--- config.mk ---
export PLATFORM = sky130hd
export DESIGN_NAME = alarm_severity_beeper
export DESIGN_NICKNAME = d
export VERILOG_FILES = /design/src/rtl/asb_pkg.sv /design/src/rtl/alarm_severity_beeper.sv /design/src/rtl/asb_step.sv
export SDC_FILE = /design/constraint.sdc
export NUM_CORES = 1
export LEC_CHECK = 0
export BUFFER_PORTS_ARGS = -buffer_cell sky130_fd_sc_hd__buf_2
export CORE_ASPECT_RATIO = 0.5
export CORE_MARGIN = 10
export CORE_UTILIZATION = 56
export DETAILED_ROUTE_END_ITERATION = 8
export GPL_ROUTABILITY_DRIVEN = 0
export GPL_TIMING_DRIVEN = 0
export MAX_ROUTING_LAYER = met4
export PLACE_DENSITY = 0.78
export SKIP_LAST_GASP = 1
export SYNTH_ARGS = -nofsm -noshare
export SYNTH_HDL_FRONTEND = slang
export SYNTH_SLANG_ARGS = --single-unit
--- constraint.sdc ---
create_clock -name i_clk -period 4.4 [get_ports i_clk]
set_input_delay 0.66 -clock i_clk [delete_from_list [all_inputs] [get_ports i_clk]]
set_output_delay 0.66 -clock i_clk [all_outputs]
set_load 0.05 [all_outputs]
--- src/rtl/asb_pkg.sv ---
// Types and constants of the alarm severity beeper.
`timescale 1ns / 1ps

package asb_pkg;

    localparam logic [1:0] KIND_CHECK = 2'd0;
    localparam logic [1:0] KIND_RAISE = 2'd1;
    localparam logic [1:0] KIND_CLEAR = 2'd2;
    localparam logic [1:0] KIND_IGNORE = 2'd3;

    localparam logic [2:0] SEV_SILENT = 3'd0;
    localparam logic [2:0] SEV_INFO = 3'd1;
    localparam logic [2:0] SEV_WARNING = 3'd2;
    localparam logic [2:0] SEV_ERROR = 3'd3;
    localparam logic [2:0] SEV_CRITICAL = 3'd4;

    localparam logic [9:0] INFO_ON_MS = 10'd100;
    localparam logic [10:0] INFO_OFF_MS = 11'd1000;
    localparam logic [6:0] INFO_LIMIT = 7'd1;
    localparam logic [9:0] WARN_ON_MS = 10'd200;
    localparam logic [10:0] WARN_OFF_MS = 11'd300;
    localparam logic [6:0] WARN_LIMIT = 7'd3;
    localparam logic [9:0] ERROR_ON_MS = 10'd200;
    localparam logic [10:0] ERROR_OFF_MS = 11'd100;
    localparam logic [6:0] ERROR_LIMIT = 7'd3;
    localparam logic [9:0] CRIT_ON_MS = 10'd999;
    localparam logic [10:0] CRIT_OFF_MS = 11'd999;
    localparam logic [6:0] CRIT_LIMIT = 7'd99;

    typedef struct packed {
        logic [2:0] sev;
        logic tone_on;
        logic [6:0] phase_count;
        logic [6:0] phase_limit;
        logic [9:0] on_ms;
        logic [10:0] off_ms;
        logic [31:0] phase_start_ms;
        logic cycle_active;
        logic pin_raw;
    } t_state;

    typedef struct packed {
        logic buzzer_level;
        logic [2:0] severity;
        logic pattern_busy;
    } t_result;

endpackage

--- src/rtl/alarm_severity_beeper.sv ---
// Top level of the alarm severity beeper: request register, state and result register.
`timescale 1ns / 1ps

// The block takes one request per clock while the result side is ready and
// returns one result for each: a request is captured in the input register, then
// the severity latch and the beep pattern state are updated in one pass of
// short logic while the result is written to the output register. The output
// register lets a new request in while a finished result waits to be taken,
// so with the result side ready the block sustains one request every cycle.
// A check request (kind 0) runs the pattern timer against its millisecond
// timestamp, kind 1 raises the severity, kind 2 clears it. Write the polarity
// register only while no request is in flight.
module alarm_severity_beeper (
    input  logic        i_clk,
    input  logic        i_rst_n,
    input  logic        i_cfg_we,
    input  logic        i_cfg_wdata,
    input  logic        i_in_valid,
    output logic        o_in_ready,
    input  logic [1:0]  i_kind,
    input  logic [2:0]  i_level,
    input  logic [31:0] i_now_ms,
    output logic        o_out_valid,
    input  logic        i_out_ready,
    output logic        o_buzzer_level,
    output logic [2:0]  o_severity,
    output logic        o_pattern_busy
);

    logic r_invert;
    logic r_in_valid;
    logic [1:0] r_kind;
    logic [2:0] r_level;
    logic [31:0] r_now_ms;
    asb_pkg::t_state r_state;
    logic r_out_valid;
    asb_pkg::t_result r_result;

    asb_pkg::t_state n_state;
    asb_pkg::t_result n_result;
    logic advance;

    assign advance = r_in_valid && (!r_out_valid || i_out_ready);
    assign o_in_ready = !r_in_valid || advance;

    asb_step u_step (
        .i_state  (r_state),
        .i_invert (r_invert),
        .i_kind   (r_kind),
        .i_level  (r_level),
        .i_now_ms (r_now_ms),
        .o_state  (n_state),
        .o_result (n_result)
    );

    always_ff @(posedge i_clk) begin
        if (!i_rst_n) begin
            r_invert <= 1'b0;
            r_in_valid <= 1'b0;
            r_out_valid <= 1'b0;
            r_state <= '0;
        end else begin
            if (i_cfg_we) begin
                r_invert <= i_cfg_wdata;
            end
            if (o_in_ready) begin
                r_in_valid <= i_in_valid;
            end
            if (advance) begin
                r_state <= n_state;
                r_out_valid <= 1'b1;
            end else if (i_out_ready) begin
                r_out_valid <= 1'b0;
            end
        end
    end

    always_ff @(posedge i_clk) begin
        if (i_in_valid && o_in_ready) begin
            r_kind <= i_kind;
            r_level <= i_level;
            r_now_ms <= i_now_ms;
        end
        if (advance) begin
            r_result <= n_result;
        end
    end

    assign o_out_valid = r_out_valid;
    assign o_buzzer_level = r_result.buzzer_level;
    assign o_severity = r_result.severity;
    assign o_pattern_busy = r_result.pattern_busy;

endmodule

--- src/rtl/asb_step.sv ---
// Next-state and result logic for one request of the alarm severity beeper.
`timescale 1ns / 1ps

module asb_step (
    input  asb_pkg::t_state  i_state,
    input  logic             i_invert,
    input  logic [1:0]       i_kind,
    input  logic [2:0]       i_level,
    input  logic [31:0]      i_now_ms,
    output asb_pkg::t_state  o_state,
    output asb_pkg::t_result o_result
);

    always_comb begin
        asb_pkg::t_state s;
        logic start;
        logic [6:0] lim;
        logic [9:0] on_ms;
        logic [10:0] off_ms;
        logic crit;
        logic [10:0] span;
        logic [31:0] elapsed;
        logic [2:0] lvl;

        s = i_state;
        start = 1'b0;
        lim = 7'd0;
        on_ms = 10'd0;
        off_ms = 11'd0;
        crit = 1'b0;
        span = 11'd0;
        elapsed = 32'd0;
        lvl = i_level;

        unique case (i_kind)
            asb_pkg::KIND_CHECK: begin
                unique case (s.sev)
                    asb_pkg::SEV_SILENT: begin
                        s.phase_limit = 7'd0;
                        s.cycle_active = 1'b0;
                    end
                    asb_pkg::SEV_INFO: begin
                        start = 1'b1;
                        lim = asb_pkg::INFO_LIMIT;
                        on_ms = asb_pkg::INFO_ON_MS;
                        off_ms = asb_pkg::INFO_OFF_MS;
                        s.sev = asb_pkg::SEV_SILENT;
                    end
                    asb_pkg::SEV_WARNING: begin
                        start = 1'b1;
                        lim = asb_pkg::WARN_LIMIT;
                        on_ms = asb_pkg::WARN_ON_MS;
                        off_ms = asb_pkg::WARN_OFF_MS;
                    end
                    asb_pkg::SEV_ERROR: begin
                        start = 1'b1;
                        lim = asb_pkg::ERROR_LIMIT;
                        on_ms = asb_pkg::ERROR_ON_MS;
                        off_ms = asb_pkg::ERROR_OFF_MS;
                    end
                    default: begin
                        start = 1'b1;
                        lim = asb_pkg::CRIT_LIMIT;
                        on_ms = asb_pkg::CRIT_ON_MS;
                        off_ms = asb_pkg::CRIT_OFF_MS;
                    end
                endcase

                if (start && !s.cycle_active) begin
                    s.phase_count = 7'd0;
                    s.phase_limit = lim;
                    s.on_ms = on_ms;
                    s.off_ms = off_ms;
                    s.tone_on = 1'b1;
                    s.cycle_active = 1'b1;
                end

                // Critical holds the buzzer on whatever phase was running.
                crit = (s.sev == asb_pkg::SEV_CRITICAL);
                if (crit) begin
                    s.tone_on = 1'b1;
                end

                if ((s.phase_count <= s.phase_limit) || crit) begin
                    span = s.tone_on ? {1'b0, s.on_ms} : s.off_ms;
                    elapsed = i_now_ms - s.phase_start_ms;
                    s.pin_raw = s.tone_on;
                    if ((elapsed > {21'd0, span}) && !crit) begin
                        s.tone_on = ~s.tone_on;
                        s.phase_count = s.phase_count + 7'd1;
                        s.phase_start_ms = i_now_ms;
                    end
                end else begin
                    s.pin_raw = 1'b0;
                    s.cycle_active = 1'b0;
                end
            end
            asb_pkg::KIND_RAISE: begin
                if (i_level > asb_pkg::SEV_CRITICAL) begin
                    lvl = asb_pkg::SEV_CRITICAL;
                end
                if (lvl > s.sev) begin
                    s.sev = lvl;
                end
            end
            asb_pkg::KIND_CLEAR: begin
                s.sev = asb_pkg::SEV_SILENT;
            end
            asb_pkg::KIND_IGNORE: begin
                s = i_state;
            end
        endcase

        o_state = s;
        o_result.buzzer_level = s.pin_raw ^ i_invert;
        o_result.severity = s.sev;
        o_result.pattern_busy = s.cycle_active;
    end

endmodule

==> results.toml <==
[outcome]
status = "finished with violations"
violations = "setup timing"

[die]
die_w_um = 185.9
die_area_um2 = 19130
rows = 30
die-height_um = 102.9
start_util_pct = 57.01
ioPinCount = 50
core_area_um2 = 13510

[cts]
cts_tree = "built"
root_buffer = "clkbuf_16"
clk_pin_slew_ps = 60
cts_htree_levels = 4
clock_sinks = 118
numCtsBuffers = 17
clk_path_buf_depth = 2
clk_latency_ps = 430

[worst_setup_path]
worst-path-buf-inv = 3
path_cells = "ha_1, buf_2, nand4_1, a2111oi_2, o21ai_2, and3_1, o41ai_1, xor2_1, a2111oi_0, or3b_4, and3_4, buf_12, clkbuf_16, mux2i_1"
cp_top_family = "compound AO/OA/AOI/OAI gates"
critPathMaxFanout = 10
slowest_stage = "a2111oi_0"
cp.arrival_ps = 5020
cp.required_ps = 4720
max_stage_delay_ps = 950
r2r_cells = 14
critical_path_depth = 14
start_kind = "register"
end_kind = "register"
critical_path_class = "register to register"

[drt]
drt_iter0_markers = 894
drc = 0
routed_wl_um = 21830
vias_per_cell = 6.248
avgRoutedWirePerCell_um = 18.53
drtAntennaViolNets = 0
drtPass1Iterations = 6
vias = 7360

[synth]
mappedNetlistArea_um2 = 7704
seq_area_frac_synth_pct = 36.12
synthCells = 893
syn_avg_cell_area_um2 = 8.627
ys_seq_elements = 118
synth_edf_count = 42
async_reset_ff_share_pct = 0
ys.warnings.count = 0
syn-num-nets = 990
synth_top_flop_cell = "dfxtp_1"
synth.distinct_cells = 77

[grt]
grt.overflow.total = 0
antenna_found_initial = 0
grt_pass1_wl_um = 34400
grt_pass1_vias = 6986
grtUsageTotal_pct = 22.98
grt_max_degree = 35

[placed_design]
dpl_cell_area_um2 = 8185
place_inst = 1118
port_buffers = 48
hpwlAfterDp_um = 14170

[power_and_ir_drop]
power_density_nw_per_um2 = 339.2
swShare_pct = 30.18
power_frac_seq_pct = 37.7
worst_ir_drop_vdd_uv = 272.5
internal-power_mw = 2.204
clock_power_share_pct = 42.3
p_sw_mw = 0.9525
power_mw = 3.156
comb_power_share_pct = 20.0
leakage_nw = 3.561

[timing]
layout_setup_ws_ps = -305.6
period_share_pct = 106.9
finalCriticalPeriod_ps = 4706
slew_viol_final = 0
clock_skew_ps = 8.065
hold_viol_final = 0
rsz0062_at_grt = "yes"
worstMarginPinSlew_ps = 1114
holdWs_ps = 399.3
setup_viol = 40
fmax_ghz = 0.2125
setup_tns_ps = -10150
relSlewSlack_pct = 23.78

[finish]
diodes = 0
area_growth_pct = 20.77
drive_gt1_share_pct = 18.76
layout_common_cells = "nand2_1, dfxtp_1, buf_2, inv_1, ha_1"
mostFrequentLayoutCell = "nand2_1"
finalNonFillerCells = 1178
fin_area_um2 = 9304
fin_nets = 1086

[hold_path]
hold_depth = 1
min_path_type = "input port to register"

[job]
drv_cap = 0
-- metrics by stage --
stage / worst slack, ps / utilization [%]
after floorplan: 172.6 / -
after global placement: -705.8 / 60.42
after CTS: -8.249 / 66.95
after global routing: -480.0 / 68.85
after detailed placement: -823.7 / 60.57
final: -305.6 / 68.85
-- sequential cells by signal (all words and copies together), names as in the netlist --
| register | cells |
|---|---|
| o_severity | 3 |
| o_buzzer_level | 1 |
| r_in_valid | 1 |
| r_invert | 1 |
| o_pattern_busy | 1 |
| r_kind | 2 |
| o_out_valid | 1 |
| r_level | 3 |
| r_state | 73 |
| r_now_ms | 32 |
-- worst register-to-register path, delay by kind of cell (launching register included) --
family | cells | cell delay [ps]
AOI/OAI and AO/OA | 4 | 1940
muxes | 1 | 110
and+or+nand+nor | 4 | 1160
DFF | 1 | 390
adders and majority gates | 1 | 340
buffers and inverters | 3 | 520
xor gates and xnor gates | 1 | 120
-- per-layer routing --
layer	GRT usage, %	wire (um)	part of all wire, %	up-vias
met1	28.04	9278	43	3463
met3	4.045	1784	8.2	87
li1	-	-	-	3415
met4	9.662	563	2.6	0
met5	-	0	0	-
met2	37.25	10200	47	395
-- worst paths after layout --
check,start,end,slack (ps)
max reg2reg,r_now_ms[11]$_DFFE_PP_,r_state[16]$_SDFFE_PN0P_,-310
min reg2reg,r_state[24]$_SDFFE_PN0P_,r_state[24]$_SDFFE_PN0P_,460
max,r_now_ms[11]$_DFFE_PP_,r_state[16]$_SDFFE_PN0P_,-310
min,i_now_ms[30],r_now_ms[30]$_DFFE_PP_,400
-- kinds of logic (layout without fill, tap and decap cells) --
kind of cell | after synthesis | count (layout) | share of synthesized area, %
AOI/OAI and AO/OA | 210 | 210 | 19.54
xor gates and xnor gates | 17 | 17 | 1.933
adders and majority gates | 54 | 54 | 8.868
buffers and inverters | 102 | 211 | 6.009
DFF | 118 | 118 | 36.12
muxes | 43 | 43 | 5.620
and+or+nand+nor | 349 | 349 | 21.91
-- cells in the mapped netlist (4+ instances only) --
| cell type | instances | share of area, % |
|---|---|---|
| and4_1 | 5 | 0.57 |
| nand2_1 | 162 | 7.9 |
| a21oi_1 | 38 | 2.5 |
| nand3b_1 | 5 | 0.49 |
| o211ai_1 | 10 | 0.97 |
| nor2_1 | 37 | 1.8 |
| xor2_1 | 8 | 0.91 |
| edfxtp_1 | 42 | 16 |
| a21boi_0 | 8 | 0.78 |
| o21ai_0 | 34 | 2.2 |
| a211oi_1 | 6 | 0.58 |
| mux2i_1 | 41 | 5.3 |
| nand2b_1 | 10 | 0.81 |
| o22ai_1 | 5 | 0.41 |
| o21ai_1 | 5 | 0.32 |
| xnor2_1 | 9 | 1.0 |
| and2_1 | 18 | 1.5 |
| nand3_1 | 24 | 1.6 |
| a2111oi_0 | 4 | 0.45 |
| inv_1 | 49 | 2.4 |
| ha_1 | 53 | 8.6 |
| o21a_1 | 26 | 2.5 |
| a221oi_1 | 4 | 0.45 |
| a31oi_1 | 7 | 0.57 |
| a21o_1 | 9 | 0.88 |
| a22oi_1 | 4 | 0.39 |
| nor2b_1 | 17 | 1.4 |
| buf_2 | 13 | 0.84 |
| a21oi_2 | 4 | 0.45 |
| or2_2 | 4 | 0.32 |
| or3_1 | 6 | 0.49 |
| nand4_1 | 22 | 1.8 |
| nor3_1 | 13 | 0.84 |
| and3_1 | 12 | 0.97 |
| clkbuf_1 | 34 | 1.7 |
| dfxtp_1 | 76 | 20 |
-- final cells by class --
type	count	area (um2)
Buffer	49	251.5
Clock buffer	20	446.7
Clock inverter	12	103.9
Multi-Input combinational cell	673	4727
Tap cell	176	220.2
Timing Repair Buffer	81	586.8
Inverter	49	183.9
Fill cell	1041	4209
Sequential cell	118	2784
-- timing repair --
action,in CTS,in global routing
gates cloned,2,2
resized for setup,32,23
pin swaps,15,24
endpoints found under the setup margin,40,40
hold buffers,0,0
setup buffers,13,15
-- power by group through the flow --
| stage | Combinational [mW] | Sequential, mW | Clock, mW |
|---|---|---|---|
| finish | 0.630 | 1.19 | 1.34 |
| global route | 0.681 | 1.19 | 1.37 |
| CTS | 0.565 | 1.19 | 1.33 |
| detailed placement | 0.523 | 1.21 | 0 |
| global placement | 0.504 | 1.21 | 0 |
| floorplan | 0.379 | 1.21 | 0 |
Note: power is estimated with default switching activity, not from simulation.
